<file path="config.mk">
export PLATFORM = sky130hd
export DESIGN_NAME = json_string_unescape
export DESIGN_NICKNAME = d
export VERILOG_FILES = /design/src/hdl/jsu_pkg.sv /design/src/hdl/jsu_front.sv /design/src/hdl/jsu_queue.sv /design/src/hdl/jsu_back.sv /design/src/hdl/json_string_unescape.sv
export SDC_FILE = /design/constraint.sdc
export NUM_CORES = 1
export LEC_CHECK = 0
export BUFFER_PORTS_ARGS = -buffer_cell sky130_fd_sc_hd__buf_4
export CELL_PAD_IN_SITES_DETAIL_PLACEMENT = 0
export CELL_PAD_IN_SITES_GLOBAL_PLACEMENT = 2
export CORE_MARGIN = 2
export CORE_UTILIZATION = 35
export CTS_BUF_LIST = sky130_fd_sc_hd__clkbuf_4
export CTS_CLUSTER_SIZE = 14
export DETAILED_ROUTE_END_ITERATION = 7
export GPL_ROUTABILITY_DRIVEN = 0
export GPL_TIMING_DRIVEN = 0
export PLACE_DENSITY_LB_ADDON = 0.1
export SLEW_MARGIN = 20
export SYNTH_ARGS = -nofsm -noshare
export SYNTH_HDL_FRONTEND = slang
export SYNTH_HIERARCHICAL = 1
export SYNTH_SLANG_ARGS = --single-unit
</file>
<file path="constraint.sdc">
create_clock -name clock -period 5 [get_ports clock]
set_input_delay 0.25 -clock clock [delete_from_list [all_inputs] [get_ports clock]]
set_output_delay 0.25 -clock clock [all_outputs]
set_load 0.005 [all_outputs]
</file>
<file path="src/hdl/jsu_pkg.sv">
// Package with word types, codes and byte constants of the JSON string unescaper.
`timescale 1ns / 1ps

package jsu_pkg;

   // Input word: one raw byte of the string body or an end marker.
   typedef struct packed {
      logic [7:0] in_byte;
      logic       input_end;
   } req_word_type;

   // Result word as delivered on the result channel.
   typedef struct packed {
      logic [7:0] out_byte;
      logic [1:0] kind;
      logic [2:0] error_code;
      logic       last;
   } rsp_word_type;

   // Result kinds.
   localparam logic [1:0] KIND_DATA = 2'd0;
   localparam logic [1:0] KIND_DONE = 2'd1;
   localparam logic [1:0] KIND_ERR  = 2'd2;

   // Error codes.
   localparam logic [2:0] ERR_NONE             = 3'd0;
   localparam logic [2:0] ERR_UNTERM_STRING    = 3'd1;
   localparam logic [2:0] ERR_UNTERM_ESCAPE    = 3'd2;
   localparam logic [2:0] ERR_TRUNC_UNICODE    = 3'd3;
   localparam logic [2:0] ERR_INVALID_UNICODE  = 3'd4;
   localparam logic [2:0] ERR_INVALID_ESCAPE   = 3'd5;

   // Characters of interest.
   localparam logic [7:0] CHAR_QUOTE     = 8'h22;
   localparam logic [7:0] CHAR_BACKSLASH = 8'h5C;
   localparam logic [7:0] CHAR_SLASH     = 8'h2F;
   localparam logic [7:0] CHAR_N         = 8'h6E;
   localparam logic [7:0] CHAR_T         = 8'h74;
   localparam logic [7:0] CHAR_R         = 8'h72;
   localparam logic [7:0] CHAR_B         = 8'h62;
   localparam logic [7:0] CHAR_F         = 8'h66;
   localparam logic [7:0] CHAR_U         = 8'h75;
   localparam logic [7:0] CTRL_LF        = 8'h0A;
   localparam logic [7:0] CTRL_TAB       = 8'h09;
   localparam logic [7:0] CTRL_CR        = 8'h0D;
   localparam logic [7:0] CTRL_BS        = 8'h08;
   localparam logic [7:0] CTRL_FF        = 8'h0C;

   // UTF-8 lead and continuation marks.
   localparam logic [7:0]  UTF8_LEAD2  = 8'hC0;
   localparam logic [7:0]  UTF8_LEAD3  = 8'hE0;
   localparam logic [7:0]  UTF8_CONT   = 8'h80;
   localparam logic [15:0] UTF8_LIM1   = 16'h0080;
   localparam logic [15:0] UTF8_LIM2   = 16'h0800;

   // Decoder mode, one-hot.
   typedef enum logic [3:0] {
      MODE_TEXT = 4'b0001,
      MODE_ESC  = 4'b0010,
      MODE_HEX  = 4'b0100,
      MODE_DROP = 4'b1000
   } mode_type;

   // Command from the front to the back: one to three result words.
   typedef struct packed {
      logic [1:0]      count;
      logic [2:0][7:0] data;
      logic [1:0]      kind;
      logic [2:0]      error_code;
   } cmd_type;

   // Hex digit decode: bit 4 is set when the byte is a valid digit.
   function automatic logic [4:0] hex_decode(input logic [7:0] b);
      logic [4:0] r;
      r = 5'd0;
      if (b >= 8'h30 && b <= 8'h39) begin
         r = {1'b1, 4'(b - 8'h30)};
      end else if (b >= 8'h61 && b <= 8'h66) begin
         r = {1'b1, 4'(b - 8'h57)};
      end else if (b >= 8'h41 && b <= 8'h46) begin
         r = {1'b1, 4'(b - 8'h37)};
      end
      return r;
   endfunction

endpackage

</file>
<file path="src/hdl/jsu_front.sv">
// Front end: accepts input words, tracks escape state and builds result commands.
`timescale 1ns / 1ps

module jsu_front (
   input  logic                  clock,
   input  logic                  reset,
   input  logic                  req_fire,
   input  jsu_pkg::req_word_type req_word,
   output logic                  push,
   output jsu_pkg::cmd_type      push_cmd
);
   import jsu_pkg::*;

   mode_type    mode_ff, mode_in;
   logic [1:0]  hex_count_ff, hex_count_in;
   logic [15:0] code_accum_ff, code_accum_in;
   logic        bad_hex_ff, bad_hex_in;

   logic [4:0]  hex_dig;
   logic [15:0] code_next;
   logic [7:0]  b;

   assign b         = req_word.in_byte;
   assign hex_dig   = hex_decode(b);
   assign code_next = {code_accum_ff[11:0], (hex_dig[4] ? hex_dig[3:0] : 4'd0)};

   // Next state and command for the accepted word.
   always_comb begin
      mode_in       = mode_ff;
      hex_count_in  = hex_count_ff;
      code_accum_in = code_accum_ff;
      bad_hex_in    = bad_hex_ff;
      push          = 1'b0;
      push_cmd      = '0;
      push_cmd.count = 2'd1;
      if (req_fire) begin
         if (req_word.input_end) begin
            push_cmd.kind = KIND_ERR;
            unique case (mode_ff)
               MODE_TEXT: begin
                  push = 1'b1;
                  push_cmd.error_code = ERR_UNTERM_STRING;
               end
               MODE_ESC: begin
                  push = 1'b1;
                  push_cmd.error_code = ERR_UNTERM_ESCAPE;
               end
               MODE_HEX: begin
                  push = 1'b1;
                  push_cmd.error_code = ERR_TRUNC_UNICODE;
               end
               default: begin
                  push = 1'b0;
               end
            endcase
            mode_in       = MODE_TEXT;
            hex_count_in  = 2'd0;
            code_accum_in = 16'd0;
            bad_hex_in    = 1'b0;
         end else begin
            unique case (mode_ff)
               MODE_TEXT: begin
                  if (b == CHAR_QUOTE) begin
                     push = 1'b1;
                     push_cmd.kind = KIND_DONE;
                  end else if (b == CHAR_BACKSLASH) begin
                     mode_in = MODE_ESC;
                  end else begin
                     push = 1'b1;
                     push_cmd.kind = KIND_DATA;
                     push_cmd.data[0] = b;
                  end
               end
               MODE_ESC: begin
                  mode_in = MODE_TEXT;
                  push = 1'b1;
                  push_cmd.kind = KIND_DATA;
                  unique case (b)
                     CHAR_QUOTE:     push_cmd.data[0] = CHAR_QUOTE;
                     CHAR_BACKSLASH: push_cmd.data[0] = CHAR_BACKSLASH;
                     CHAR_SLASH:     push_cmd.data[0] = CHAR_SLASH;
                     CHAR_N:         push_cmd.data[0] = CTRL_LF;
                     CHAR_T:         push_cmd.data[0] = CTRL_TAB;
                     CHAR_R:         push_cmd.data[0] = CTRL_CR;
                     CHAR_B:         push_cmd.data[0] = CTRL_BS;
                     CHAR_F:         push_cmd.data[0] = CTRL_FF;
                     CHAR_U: begin
                        push          = 1'b0;
                        mode_in       = MODE_HEX;
                        hex_count_in  = 2'd0;
                        code_accum_in = 16'd0;
                        bad_hex_in    = 1'b0;
                     end
                     default: begin
                        mode_in = MODE_DROP;
                        push_cmd.kind = KIND_ERR;
                        push_cmd.error_code = ERR_INVALID_ESCAPE;
                     end
                  endcase
               end
               MODE_HEX: begin
                  if (hex_count_ff == 2'd3) begin
                     // Fourth digit position: report or encode.
                     push = 1'b1;
                     hex_count_in  = 2'd0;
                     code_accum_in = 16'd0;
                     bad_hex_in    = 1'b0;
                     if (bad_hex_ff || !hex_dig[4]) begin
                        mode_in = MODE_DROP;
                        push_cmd.kind = KIND_ERR;
                        push_cmd.error_code = ERR_INVALID_UNICODE;
                     end else begin
                        mode_in = MODE_TEXT;
                        push_cmd.kind = KIND_DATA;
                        if (code_next < UTF8_LIM1) begin
                           push_cmd.count = 2'd1;
                           push_cmd.data[0] = code_next[7:0];
                        end else if (code_next < UTF8_LIM2) begin
                           push_cmd.count = 2'd2;
                           push_cmd.data[0] = UTF8_LEAD2 | {3'd0, code_next[10:6]};
                           push_cmd.data[1] = UTF8_CONT | {2'd0, code_next[5:0]};
                        end else begin
                           push_cmd.count = 2'd3;
                           push_cmd.data[0] = UTF8_LEAD3 | {4'd0, code_next[15:12]};
                           push_cmd.data[1] = UTF8_CONT | {2'd0, code_next[11:6]};
                           push_cmd.data[2] = UTF8_CONT | {2'd0, code_next[5:0]};
                        end
                     end
                  end else begin
                     hex_count_in  = hex_count_ff + 2'd1;
                     code_accum_in = code_next;
                     bad_hex_in    = bad_hex_ff | ~hex_dig[4];
                  end
               end
               default: begin
                  // Dropping after an error.
                  push = 1'b0;
               end
            endcase
         end
      end
   end

   // State registers.
   always_ff @(posedge clock) begin
      if (reset) begin
         mode_ff       <= MODE_TEXT;
         hex_count_ff  <= 2'd0;
         code_accum_ff <= 16'd0;
         bad_hex_ff    <= 1'b0;
      end else begin
         mode_ff       <= mode_in;
         hex_count_ff  <= hex_count_in;
         code_accum_ff <= code_accum_in;
         bad_hex_ff    <= bad_hex_in;
      end
   end

endmodule

</file>
<file path="src/hdl/jsu_queue.sv">
// Small command queue between the front end and the back end.
`timescale 1ns / 1ps

module jsu_queue #(
   parameter int DEPTH = 4
) (
   input  logic             clock,
   input  logic             reset,
   input  logic             push,
   input  jsu_pkg::cmd_type push_cmd,
   output logic             full,
   input  logic             pop,
   output jsu_pkg::cmd_type pop_cmd,
   output logic             empty
);
   import jsu_pkg::*;

   localparam int PW = (DEPTH > 1) ? $clog2(DEPTH) : 1;
   localparam int CW = $clog2(DEPTH + 1);
   localparam logic [PW-1:0] PTR_LAST = PW'(DEPTH - 1);
   localparam logic [CW-1:0] CNT_FULL = CW'(DEPTH);

   cmd_type         entry_ff [DEPTH];
   logic [PW-1:0]   wr_ptr_ff, wr_ptr_in;
   logic [PW-1:0]   rd_ptr_ff, rd_ptr_in;
   logic [CW-1:0]   count_ff, count_in;

   assign full    = (count_ff == CNT_FULL);
   assign empty   = (count_ff == '0);
   assign pop_cmd = entry_ff[rd_ptr_ff];

   // Pointer and fill count update.
   always_comb begin
      wr_ptr_in = wr_ptr_ff;
      rd_ptr_in = rd_ptr_ff;
      count_in  = count_ff;
      if (push) begin
         wr_ptr_in = (wr_ptr_ff == PTR_LAST) ? '0 : wr_ptr_ff + 1'b1;
      end
      if (pop) begin
         rd_ptr_in = (rd_ptr_ff == PTR_LAST) ? '0 : rd_ptr_ff + 1'b1;
      end
      if (push && !pop) begin
         count_in = count_ff + 1'b1;
      end else if (pop && !push) begin
         count_in = count_ff - 1'b1;
      end
   end

   always_ff @(posedge clock) begin
      if (reset) begin
         wr_ptr_ff <= '0;
         rd_ptr_ff <= '0;
         count_ff  <= '0;
      end else begin
         wr_ptr_ff <= wr_ptr_in;
         rd_ptr_ff <= rd_ptr_in;
         count_ff  <= count_in;
      end
   end

   // Storage, no reset needed.
   always_ff @(posedge clock) begin
      if (push) begin
         entry_ff[wr_ptr_ff] <= push_cmd;
      end
   end

endmodule

</file>
<file path="src/hdl/jsu_back.sv">
// Back end: takes commands from the queue and sends their result words one per cycle while rsp_ready is high.
`timescale 1ns / 1ps

module jsu_back (
   input  logic                  clock,
   input  logic                  reset,
   input  logic                  q_empty,
   input  jsu_pkg::cmd_type      q_cmd,
   output logic                  q_pop,
   output logic                  rsp_valid,
   input  logic                  rsp_ready,
   output jsu_pkg::rsp_word_type rsp_word
);
   import jsu_pkg::*;

   cmd_type    cur_ff, cur_in;
   logic       busy_ff, busy_in;
   logic [1:0] idx_ff, idx_in;
   logic       is_last;

   assign is_last   = (idx_ff == cur_ff.count - 2'd1);
   assign rsp_valid = busy_ff;
   assign q_pop     = !q_empty && (!busy_ff || (rsp_ready && is_last));

   // Output word from the current command.
   always_comb begin
      rsp_word            = '0;
      rsp_word.kind       = cur_ff.kind;
      rsp_word.error_code = cur_ff.error_code;
      rsp_word.last       = is_last;
      unique case (idx_ff)
         2'd0:    rsp_word.out_byte = cur_ff.data[0];
         2'd1:    rsp_word.out_byte = cur_ff.data[1];
         2'd2:    rsp_word.out_byte = cur_ff.data[2];
         default: rsp_word.out_byte = 8'd0;
      endcase
   end

   // Command register and word index.
   always_comb begin
      cur_in  = cur_ff;
      busy_in = busy_ff;
      idx_in  = idx_ff;
      if (q_pop) begin
         cur_in  = q_cmd;
         busy_in = 1'b1;
         idx_in  = 2'd0;
      end else if (busy_ff && rsp_ready) begin
         if (is_last) begin
            busy_in = 1'b0;
            idx_in  = 2'd0;
         end else begin
            idx_in = idx_ff + 2'd1;
         end
      end
   end

   always_ff @(posedge clock) begin
      if (reset) begin
         busy_ff <= 1'b0;
         idx_ff  <= 2'd0;
      end else begin
         busy_ff <= busy_in;
         idx_ff  <= idx_in;
      end
   end

   always_ff @(posedge clock) begin
      cur_ff <= cur_in;
   end

endmodule

</file>
<file path="src/hdl/json_string_unescape.sv">
// Top level of the JSON string unescaper.
//
// The req channel carries one word per byte of a JSON string body (after
// the opening quote), or an end marker with input_end set. The rsp channel
// carries result words: decoded data bytes, a done word on the closing
// quote, or an error word; last marks the final word caused by one input.
// Both channels use valid/ready and a word moves when both are high.
// The front end decodes an input word in the cycle it is accepted and
// writes a command of one to three result words into a queue of
// QUEUE_DEPTH entries. The back end registers the command and sends its
// words one per cycle while rsp_ready is high; a result is offered once
// its command has passed the queue entry and the command register. One
// input word is taken every cycle while the queue has room; a \u escape
// that expands to three UTF-8 bytes follows six inputs, so the stream
// runs at one word per cycle while the receiver is ready. When the
// receiver stalls, the back end holds its word and the queue fills;
// req_ready drops only when the queue is full.
// Reset clears the decoder to normal text, empties the queue and drops
// any word in flight.
`timescale 1ns / 1ps

module json_string_unescape #(
   parameter int QUEUE_DEPTH = 4
) (
   input  logic                  clock,
   input  logic                  reset,
   input  logic                  req_valid,
   output logic                  req_ready,
   input  jsu_pkg::req_word_type req_word,
   output logic                  rsp_valid,
   input  logic                  rsp_ready,
   output jsu_pkg::rsp_word_type rsp_word
);
   import jsu_pkg::*;

   logic    push, full, pop, empty;
   cmd_type push_cmd, pop_cmd;

   assign req_ready = !full;

   // Decoder front end.
   jsu_front u_front (
      .clock    (clock),
      .reset    (reset),
      .req_fire (req_valid && req_ready),
      .req_word (req_word),
      .push     (push),
      .push_cmd (push_cmd)
   );

   // Command queue.
   jsu_queue #(
      .DEPTH (QUEUE_DEPTH)
   ) u_queue (
      .clock    (clock),
      .reset    (reset),
      .push     (push),
      .push_cmd (push_cmd),
      .full     (full),
      .pop      (pop),
      .pop_cmd  (pop_cmd),
      .empty    (empty)
   );

   // Result sender.
   jsu_back u_back (
      .clock     (clock),
      .reset     (reset),
      .q_empty   (empty),
      .q_cmd     (pop_cmd),
      .q_pop     (pop),
      .rsp_valid (rsp_valid),
      .rsp_ready (rsp_ready),
      .rsp_word  (rsp_word)
   );

endmodule

</file>
== Word-level counts from Yosys, hierarchy flattened ==
Memory sizes are Yosys's and may differ from the RTL's. A register that Yosys moved wholly into a read port is not among the register bits.
Cells that the tools add are included.
Storage, ports and cells
  flip-flop bits (word level): 29
  memory bits (writable): 124
  logic and storage cells: 148
  memories kept: 1
Operators by class
  $add $sub $neg: 10
  $lt $le $gt $ge: 8
  eq/ne operators: 23
  mux-type cells: 64
  bitwise logic cells: 2
  reductions and logical operators: 31
Memory list
  u_queue.entry_ff: depth 4, bits a word 31, read ports 1, clocked after memory_dff 1, write ports 1, RTL line jsu_queue.sv:23  | cmd_type entry_ff [DEPTH];
Operators with widths (number)
  2-to-1 mux 31 bit: 2
  equality test 8 x 7 -> 1 bit (second input constant): 7
  case mux 7 bit (8 select lines): 1
  2-to-1 mux 26 bit: 2
  2-to-1 mux 12 bit: 3
  case mux 10 bit (3 select lines): 1
  2-to-1 mux 5 bit: 5
  2-to-1 mux 4 bit: 6
  2-to-1 mux 8 bit: 3
  case mux 12 bit (2 select lines): 1
  case mux 8 bit (3 select lines): 1
  2-to-1 mux 18 bit: 1
  2-to-1 mux 2 bit: 9
  equality test 8 x 6 -> 1 bit (second input constant): 2
  greater-or-equal comparator 8 x 7 -> 1 bit (second input constant): 2
  <= comparator 8 x 7 -> 1 bit (second input constant): 2
  < comparator 16 x 12 -> 1 bit (second input constant): 1
  < comparator 16 x 8 -> 1 bit (second input constant): 1
  2-to-1 mux 1 bit: 16
  2-to-1 mux 16 bit: 1
  2-to-1 mux 14 bit: 1
  case mux 4 bit (3 select lines): 1
  2-to-1 mux 10 bit: 1
  logical AND 1 bit: 9
  other kinds (40): 59

== Longest topological paths before layout ==
Gate-level depths: netlist of run 1.
  depth after elaboration: 14
  mapped depth: 12
  gate-level depth less buffers: 12

== Modules after synthesis ==
The synthesis of run 1 kept the hierarchy.
By module, submodules not included
  jsu_queue: instances 1, cells an instance 205, area each 4914.7 um^2
  jsu_front: instances 1, cells an instance 228, area each 1790.5 um^2
  jsu_back: instances 1, cells an instance 83, area each 1342.5 um^2
  json_string_unescape: instances 1, cells an instance 2, area each 10.0 um^2

== Least setup slack after synthesis of run 1 ==
No wires, ideal clock.
  path kind: register to register
  from: reg u_queue.count_ff[0]
  to: reg u_queue.count_ff[2]
  setup time: 70 ps
  arrival: 3334 ps
  data required time: 4930 ps
  path slack: 1596 ps
  cell stages (with the launch flop): 10
  path buffers: 0
  cell sequence: dfxtp_1 nor3_1 o2bb2ai_1 inv_1 ha_1 inv_1 fa_1 xor2_1 or3_1 a21oi_1
On the way
  elaborated cells on any way between the ends: 16
RTL lines
  start: declaration: RTL line jsu_queue.sv:26  | logic [CW-1:0] count_ff, count_in;
  start signal: assignment: RTL line jsu_queue.sv:58  | count_ff <= count_in;
  logical NOT 3 bit *: RTL line jsu_queue.sv:29  | assign empty = (count_ff == '0);
  named net empty: RTL line json_string_unescape.sv:36  | logic push, full, pop, empty;
  logical NOT 1 bit *: RTL line jsu_back.sv:23  | assign q_pop = !q_empty && (!busy_ff || (rsp_ready && is_last));
  logical AND 1 bit *: RTL line jsu_back.sv:23
  named net pop: RTL line json_string_unescape.sv:36
  logical NOT 1 bit: RTL line jsu_queue.sv:43  | if (push && !pop) begin
  logical AND 1 bit: RTL line jsu_queue.sv:43
  2-to-1 mux 3 bit or nonzero test 2 bit (tied branches)
The timed path passes the listed nets; every way through them passes the cells marked *. The select of a mux whose other input is x is not followed.
A chain may end at the register's enable or synchronous reset.

== Final worst setup path of run 1 ==
  from: reg u_queue.count_ff[0]
  to: reg u_queue.count_ff[2]
On the way
  cells in the longest elaborated chain, start to end: 7
  elaborated cells on any way between the ends: 16
RTL lines
  equality test 3 bit *: RTL line jsu_queue.sv:28  | assign full = (count_ff == CNT_FULL);
  named net full: RTL line json_string_unescape.sv:36
  logical NOT 1 bit *: RTL line json_string_unescape.sv:39  | assign req_ready = !full;
  logical AND 1 bit *: RTL line json_string_unescape.sv:45  | .req_fire (req_valid && req_ready),
  2-to-1 mux 1 bit *: RTL line jsu_front.sv:36  | if (req_fire) begin
  named net push: RTL line json_string_unescape.sv:36
  logical NOT 1 bit: RTL line jsu_queue.sv:45  | end else if (pop && !push) begin
  logical AND 1 bit: RTL line jsu_queue.sv:45
  nonzero test 2 bit (no source line)
Marked as above.

==> flow_metrics.tcl, run 1 <==
set metrics [dict create \
    cp_max_fo 8 \
    dpl.hpwl_mm 12.6 \
    setup_violations 0 \
    synth_edf_count 155 \
    startpoint_type "flop" \
    synth_top_area_cell "edfxtp_1" \
    cts_setup_buffers 0 \
    fill_cells 2099 \
    placed_cells 836 \
    path_cells "nor3b_1 > nor2b_1 > inv_1 > a2111oi_0 > o41a_1 > ha_1 > inv_1 > fa_1 > xor2_1 > or3_1 > a21oi_1" \
    cts_hold_buffers 4 \
    worstPathArrival_ns 3.97 \
    antenna_found_initial 1 \
    criticalPathCategory "reg -> reg" \
    relSlewSlack_pct 44.8 \
    layout_setup_ws_ns 1.54 \
    dieHeight_um 156 \
    ant_nets 0 \
    routed_wl_mm 17.7 \
    clk_pin_slew_worst_paths_ns 0.15 \
    routed_via_density 5.40 \
    grt_pass1_wl_mm 27.7 \
    ys_warn_count 6 \
    fmax_ghz 0.289 \
    io_pins 29 \
    vdd_drop_max_mv 0.159 \
    tritoncts "done" \
    portBuffers 26 \
    cp.required_ns 5.51 \
    slowest_stage "nor2b_1" \
    async_flop_share_pct 0 \
    cts_resized 0 \
    clockBufferDepth 2 \
    synth.most_common_cell "edfxtp_1" \
    end_kind "flop" \
    slowest_delay_ns 0.47 \
    period_needed_ns 3.46 \
    seq_area_frac_synth_pct 65.5 \
    synth_ff_type "edfxtp_1" \
    multi_input_area_um2 2560 \
    hold_violations 0 \
    num-nets-final 603 \
    mappedNetlistArea_um2 8060 \
    yosys-top-cells-count "edfxtp_1 (155), nor2_1 (33), dfxtp_1 (31)" \
    gr-total-overflow 0 \
    yosys-top-cells-area "edfxtp_1 (58%), mux4_2 (8.4%), dfxtp_1 (7.7%), ha_1 (2.3%), a22o_1 (2.1%)" \
    syn_to_final_growth_pct 12.9 \
    slew_viol_final 0 \
    num_rows 55 \
    grt_use_met2_pct 25.6 \
    drive_gt1_share_pct 23.0 \
    cts-root-buf "clkbuf_4" \
    fp.dieW_um 156 \
    initialDrtViolationCount 384 \
    numCtsBuffers 17 \
    grt-busiest-layer "met2" \
    fin_setup_tns_ns 0 \
    grt_max_degree 22 \
    detailedPlace.worstSlack_ns 1.54 \
    tightest_slew_ns 0.821 \
    layout.area.seq_um2 5280 \
    min_period_over_period_pct 69.2 \
    grtUsageTotal_pct 15.5 \
    drt_pass1_iterations 5 \
    powerDensity_nw_per_um2 451 \
    clk_latency_ns 0.57 \
    rsz0062_at_grt "false" \
    status "completed" \
    p_leak_nw 3.06 \
    hp-class "in -> reg" \
    max_cap_violations 0 \
    core_um2 22600 \
    r2r_slack_ns 1.54 \
    layout.cells.non_filler 873 \
    grtUsageMet1_pct 20.5 \
    path_common_cell "inv_1" \
    initial_core_util_pct 35.6 \
    synthCells 518 \
    dieArea_um2 24300 \
    wire_per_inst_um 20.3 \
    synth_top_area_share_pct 57.8 \
    ys_types 79 \
    clock_sinks 186 \
    vias 4717 \
    finalClockSkew_ns 0.0282 \
    drc 0 \
    ys_ff_latch 186 \
    grt_pass1_vias 4704 \
    cts.htree.levels 4 \
    met3_usage_pct 3.39 \
    avgSynthCellArea_um2 15.6 \
    fin_util_pct 40.2 \
]
area by class of cell:
cell class | count | area share [%]
multi-input combinational | 285 | 28.1
inverter | 17 | 0.701
sequential | 186 | 58.0
timing repair buffer | 36 | 4.15
buffer | 31 | 2.13
clock buffer | 18 | 1.48
antenna | 1 | 0.0275
tap | 285 | 3.92
clock inverter | 14 | 1.50
cell families (layout without fill, tap and decap cells):
logic type / count (synthesis) / after routing / share of synthesized area [%]
adders and majority gates: 16 / 16 / 2.58
muxes: 38 / 38 / 9.63
other: 1 / 3 / 0.0465
AOI/OAI and AO/OA: 91 / 91 / 8.80
DFF: 186 / 186 / 65.5
xor gates and xnor gates: 5 / 5 / 0.637
buffers and inverters: 48 / 116 / 3.20
and+or+nand+nor: 133 / 133 / 9.64
where the power goes:
part / total, mW / internal (mW) / switching (mW) / leakage [nW]
clock: 0.779 / 0.266 / 0.513 / 0.144
sequential: 2.13 / 2.02 / 0.109 / 1.74
combinational: 1.20 / 0.605 / 0.593 / 1.18
placed cells by master (no fill, tap or decap), types with 8 or more instances in the layout:
cell / netlist / routed
and2_1: 13 / 9
dfxtp_1: 31 / 31
ha_1: 15 / 15
a22o_1: 19 / 19
nand3_1: 11 / 11
inv_1: 17 / 17
a222oi_1: 8 / 8
nor2_1: 33 / 33
edfxtp_1: 155 / 155
buf_4: 10 / 36
nand2_1: 25 / 25
clkbuf_1: 8 / 8
clkbuf_4: 0 / 18
buf_2: 8 / 8
mux4_2: 30 / 30
a21oi_1: 11 / 11
sequential cells by signal, indices dropped and copies added, names as in the netlist, named ones only:
register	count
u_front/mode_ff	4
u_front/code_accum_ff	12
u_back/cur_ff	26
u_queue/rd_ptr_ff	2
u_queue/entry_ff	124
u_back/idx_ff	2
u_front/hex_count_ff	2
u_queue/wr_ptr_ff	2
u_back/rsp_word	5
u_front/bad_hex_ff	1
u_queue/count_ff	3
u_back/rsp_valid	1
metrics by stage:
step	area (um2)	total power [mW]	hold WS (ns)
after floorplan	8060	2.88	0.319
after global placement	8610	3.30	0.458
after detailed placement	8790	3.40	0.475
after CTS	9100	4.20	0.127
after global routing	9100	4.36	0.141
final	9100	4.11	0.212
final timing paths:
check                                  startpoint                                    to  cells past startpoint
min reg2reg  u_front/hex_count_ff[0]$_SDFFE_PP0P_  u_front/hex_count_ff[0]$_SDFFE_PP0P_                      1
max              u_queue/count_ff[0]$_SDFFE_PP0P_      u_queue/count_ff[2]$_SDFFE_PP0P_                     11
min                                   req_word[5]      u_queue/entry_ff[2][9]$_DFFE_PP_                      3
max reg2reg      u_queue/count_ff[0]$_SDFFE_PP0P_      u_queue/count_ff[2]$_SDFFE_PP0P_                     11
layer usage:
layer | vias up | wire [um]
li1 | 2189 | -
met1 | 2400 | 7880
met2 | 113 | 8860
met3 | 15 | 716
met4 | 0 | 270
met5 | - | 0
worst max-delay path, delay by kind of cell, from the launching register on:
family	cells	cell delay [ns]
AOI/OAI and AO/OA	3	0.99
and+or+nand+nor	3	0.93
xor gates and xnor gates	1	0.16
buffers and inverters	2	0.24
DFF	1	0.46
adders and majority gates	2	0.62
Note: power is estimated with default switching activity, not from simulation.
==> inputs of run 2 (changes only) <==
Settings changed: ABC_AREA set to 1.
Clock period 5 ns to 3.05 ns, I/O delays scaled along.
==> run 2 against run 1 <==
Core utilization decreased by 0.38 points. Highest routed layer unchanged. Synthesized cell count rose by 60%. Worst setup slack got worse by 1.3 ns. Combinational power up 110%. Wire length rose by 21%. Largest cell class unchanged.
==> flow_metrics.tcl, run 2 <==
set metrics [dict create \
    yosys-top-cells-count "edfxtp_1 (155), nand2_1 (131), nor2_1 (125)" \
    p_leak_nw 3.71 \
    num-nets-final 915 \
    wire_per_inst_um 17.5 \
    vias 5869 \
    hold_violations 0 \
    drc 0 \
    synth_edf_count 155 \
    min_path_cells 3 \
    period_needed_ns 2.77 \
    relSlewSlack_pct 40.6 \
    fin_setup_tns_ns 0 \
    worstPathArrival_ns 3.26 \
    cts_setup_buffers 0 \
    mostFrequentLayoutCells "edfxtp_1 (155), nand2_1 (130), nor2_1 (125)" \
    min_to "u_queue/entry_ff[1][12]$_DFFE_PP_" \
    max_cap_violations 0 \
    grt_pass1_vias 5805 \
    criticalPathCategory "in -> reg" \
    dieHeight_um 161 \
    cp.required_ns 3.54 \
    clk_pin_slew_worst_paths_ns 0.16 \
    initial_core_util_pct 35.5 \
    tightest_slew_ns 0.882 \
    synthCells 829 \
    slew_viol_final 0 \
    mappedNetlistArea_um2 8580 \
    initialDrtViolationCount 434 \
    fin_util_pct 39.8 \
    portBuffers 27 \
    fill_cells 2391 \
    setup_violations 0 \
    synth_top_area_cell "edfxtp_1" \
    ys_warn_count 6 \
    startpoint_type "primary input" \
    tritoncts "done" \
    reg.largest.list "u_queue/entry_ff: 124 flops, u_back/cur_ff: 26 flops, u_front/code_accum_ff: 12 flops" \
    seq_area_frac_synth_pct 61.5 \
    reg2reg_to "u_queue/count_ff[1]$_SDFFE_PP0P_" \
    numCtsBuffers 17 \
    grt_max_degree 34 \
    synth_top_area_share_pct 54.3 \
    routed_via_density 4.79 \
    ant_nets 0 \
    r2r_slack_ns 0.48 \
    grtUsageTotal_pct 17.2 \
    grt_pass1_wl_mm 33.5 \
    min_period_over_period_pct 90.9 \
    syn_to_final_growth_pct 12.3 \
    worstReg2RegStart "u_back/idx_ff[1]$_SDFFE_PP0P_" \
    powerDensity_nw_per_um2 778 \
    cts.htree.levels 4 \
    ys_ff_latch 186 \
    clk_latency_ns 0.59 \
    vdd_drop_max_mv 0.291 \
    cts-root-buf "clkbuf_4" \
    async_flop_share_pct 0 \
    fmax_ghz 0.361 \
    clock_sinks 186 \
    end_kind "flop" \
    synth.most_common_cell "edfxtp_1" \
    layout.cells.non_filler 1224 \
    dieArea_um2 25800 \
    rsz0062_at_grt "false" \
    ys_types 40 \
    largest_reg_flops 124 \
    hp-class "in -> reg" \
    gr-total-overflow 0 \
    num_rows 57 \
    cp_max_fo 6 \
    finalClockSkew_ns 0.0215 \
    regMostFlops "u_queue/entry_ff" \
    fp.dieW_um 161 \
    placed_cells 1185 \
    antenna_found_initial 1 \
    drt_pass1_iterations 7 \
    rr_worst_depth 14 \
    status "completed" \
    routed_wl_mm 21.4 \
    dpl.hpwl_mm 15.0 \
    io_pins 29 \
    core_um2 24200 \
    avgSynthCellArea_um2 10.3 \
    yosys-top-cells-area "edfxtp_1 (54%), dfxtp_1 (7.2%), nand2_1 (5.7%), nor2_1 (5.5%), inv_1 (3.5%)" \
    holdCritStartpoint "req_word[8]" \
    mostFrequentLayoutCell "edfxtp_1" \
    synth_ff_type "edfxtp_1" \
    drive_gt1_share_pct 17.7 \
    detailedPlace.worstSlack_ns -0.0145 \
    clockBufferDepth 2 \
    layout_setup_ws_ns 0.277 \
]
-- run 2: changes by cell type after synthesis, sizes merged, moves of 19 or more --
cell,before,now
o22ai,6,31
a21oi,11,36
inv,17,85
mux4,31,0
nand3,12,44
o21ai,7,89
nor2,34,132
nand2,25,153
a22o,19,0
-- run 2: cell families (layout without fill, tap and decap cells) --
logic type                 Yosys count  in the layout  synth area share [%]
AOI/OAI and AO/OA                  160            160                  10.5
and+or+nand+nor                    341            341                  18.0
xor gates and xnor gates             1              1                 0.102
other                                1              3                0.0437
buffers and inverters              123            192                  7.28
muxes                                1              1                 0.117
DFF                                186            186                  61.5
adders and majority gates           16             16                  2.42
-- run 2: timing repair --
| item | 4_1_cts | 5_1_grt |
|---|---|---|
| endpoints found under the setup margin | 0 | 2 |
| gates resized for setup | 0 | 4 |
| hold buffers | 6 | 0 |
| hold endpoints to repair | 19 | 0 |
-- run 2: stage by stage --
step                power [mW]  instance area [um2]  hold WS [ns]
finish                    7.49                 9630        0.0979
global route              8.00                 9630        0.0836
CTS                       7.59                 9620        0.0683
detailed placement        6.20                 9270         0.410
global placement          6.13                 9190         0.407
floorplan                 5.22                 8580         0.222
-- run 2: worst max-delay path by stage --
stage,startpoint,to,slack [ns],cells past startpoint
detailed placement,req_word[1],u_queue/count_ff[1]$_SDFFE_PP0P_,-0.01,15
floorplan,u_back/idx_ff[1]$_SDFFE_PP0P_,u_queue/count_ff[1]$_SDFFE_PP0P_,0.37,14
CTS,req_word[1],u_queue/count_ff[1]$_SDFFE_PP0P_,0.07,16
global route,req_word[1],u_queue/count_ff[1]$_SDFFE_PP0P_,0.03,16
finish,req_word[1],u_queue/count_ff[1]$_SDFFE_PP0P_,0.28,16
global placement,u_back/idx_ff[1]$_SDFFE_PP0P_,u_queue/count_ff[1]$_SDFFE_PP0P_,-0.29,14
-- run 2: area by class of cell --
cell class	instances	area, um2	area share [%]
clock inverter	15	164	1.70
clock buffer	17	128	1.33
antenna	1	2.50	0.0260
inverter	86	333	3.46
tap	324	405	4.21
buffer	37	294	3.05
timing repair buffer	37	343	3.56
multi-input combinational	521	2680	27.9
sequential	186	5280	54.8
-- run 2: per-layer routing --
layer	vias up	share of wire, %	GRT usage, %
li1	2941	-	-
met2	121	48	28.3
met3	18	3.7	2.74
met1	2789	47	23.7
met5	-	0	0
met4	0	1.2	5.08
-- run 2: power by group --
group	total, mW	switching, mW	internal, mW
registers	3.63	0.211	3.42
clock network	1.37	0.984	0.390
logic	2.48	1.58	0.901
-- run 2: critical path: stages --
cell	delay (ns)
dlygate4sd3_1	0.53
buf_4	0.15
inv_1	0.16
ha_1	0.25
inv_1	0.07
nor2_1	0.12
nand3_1	0.21
nand2_2	0.19
nand2_1	0.07
o21ai_1	0.21
inv_1	0.16
ha_1	0.25
inv_1	0.09
fa_1	0.42
o21ai_0	0.19
nor2_1	0.05
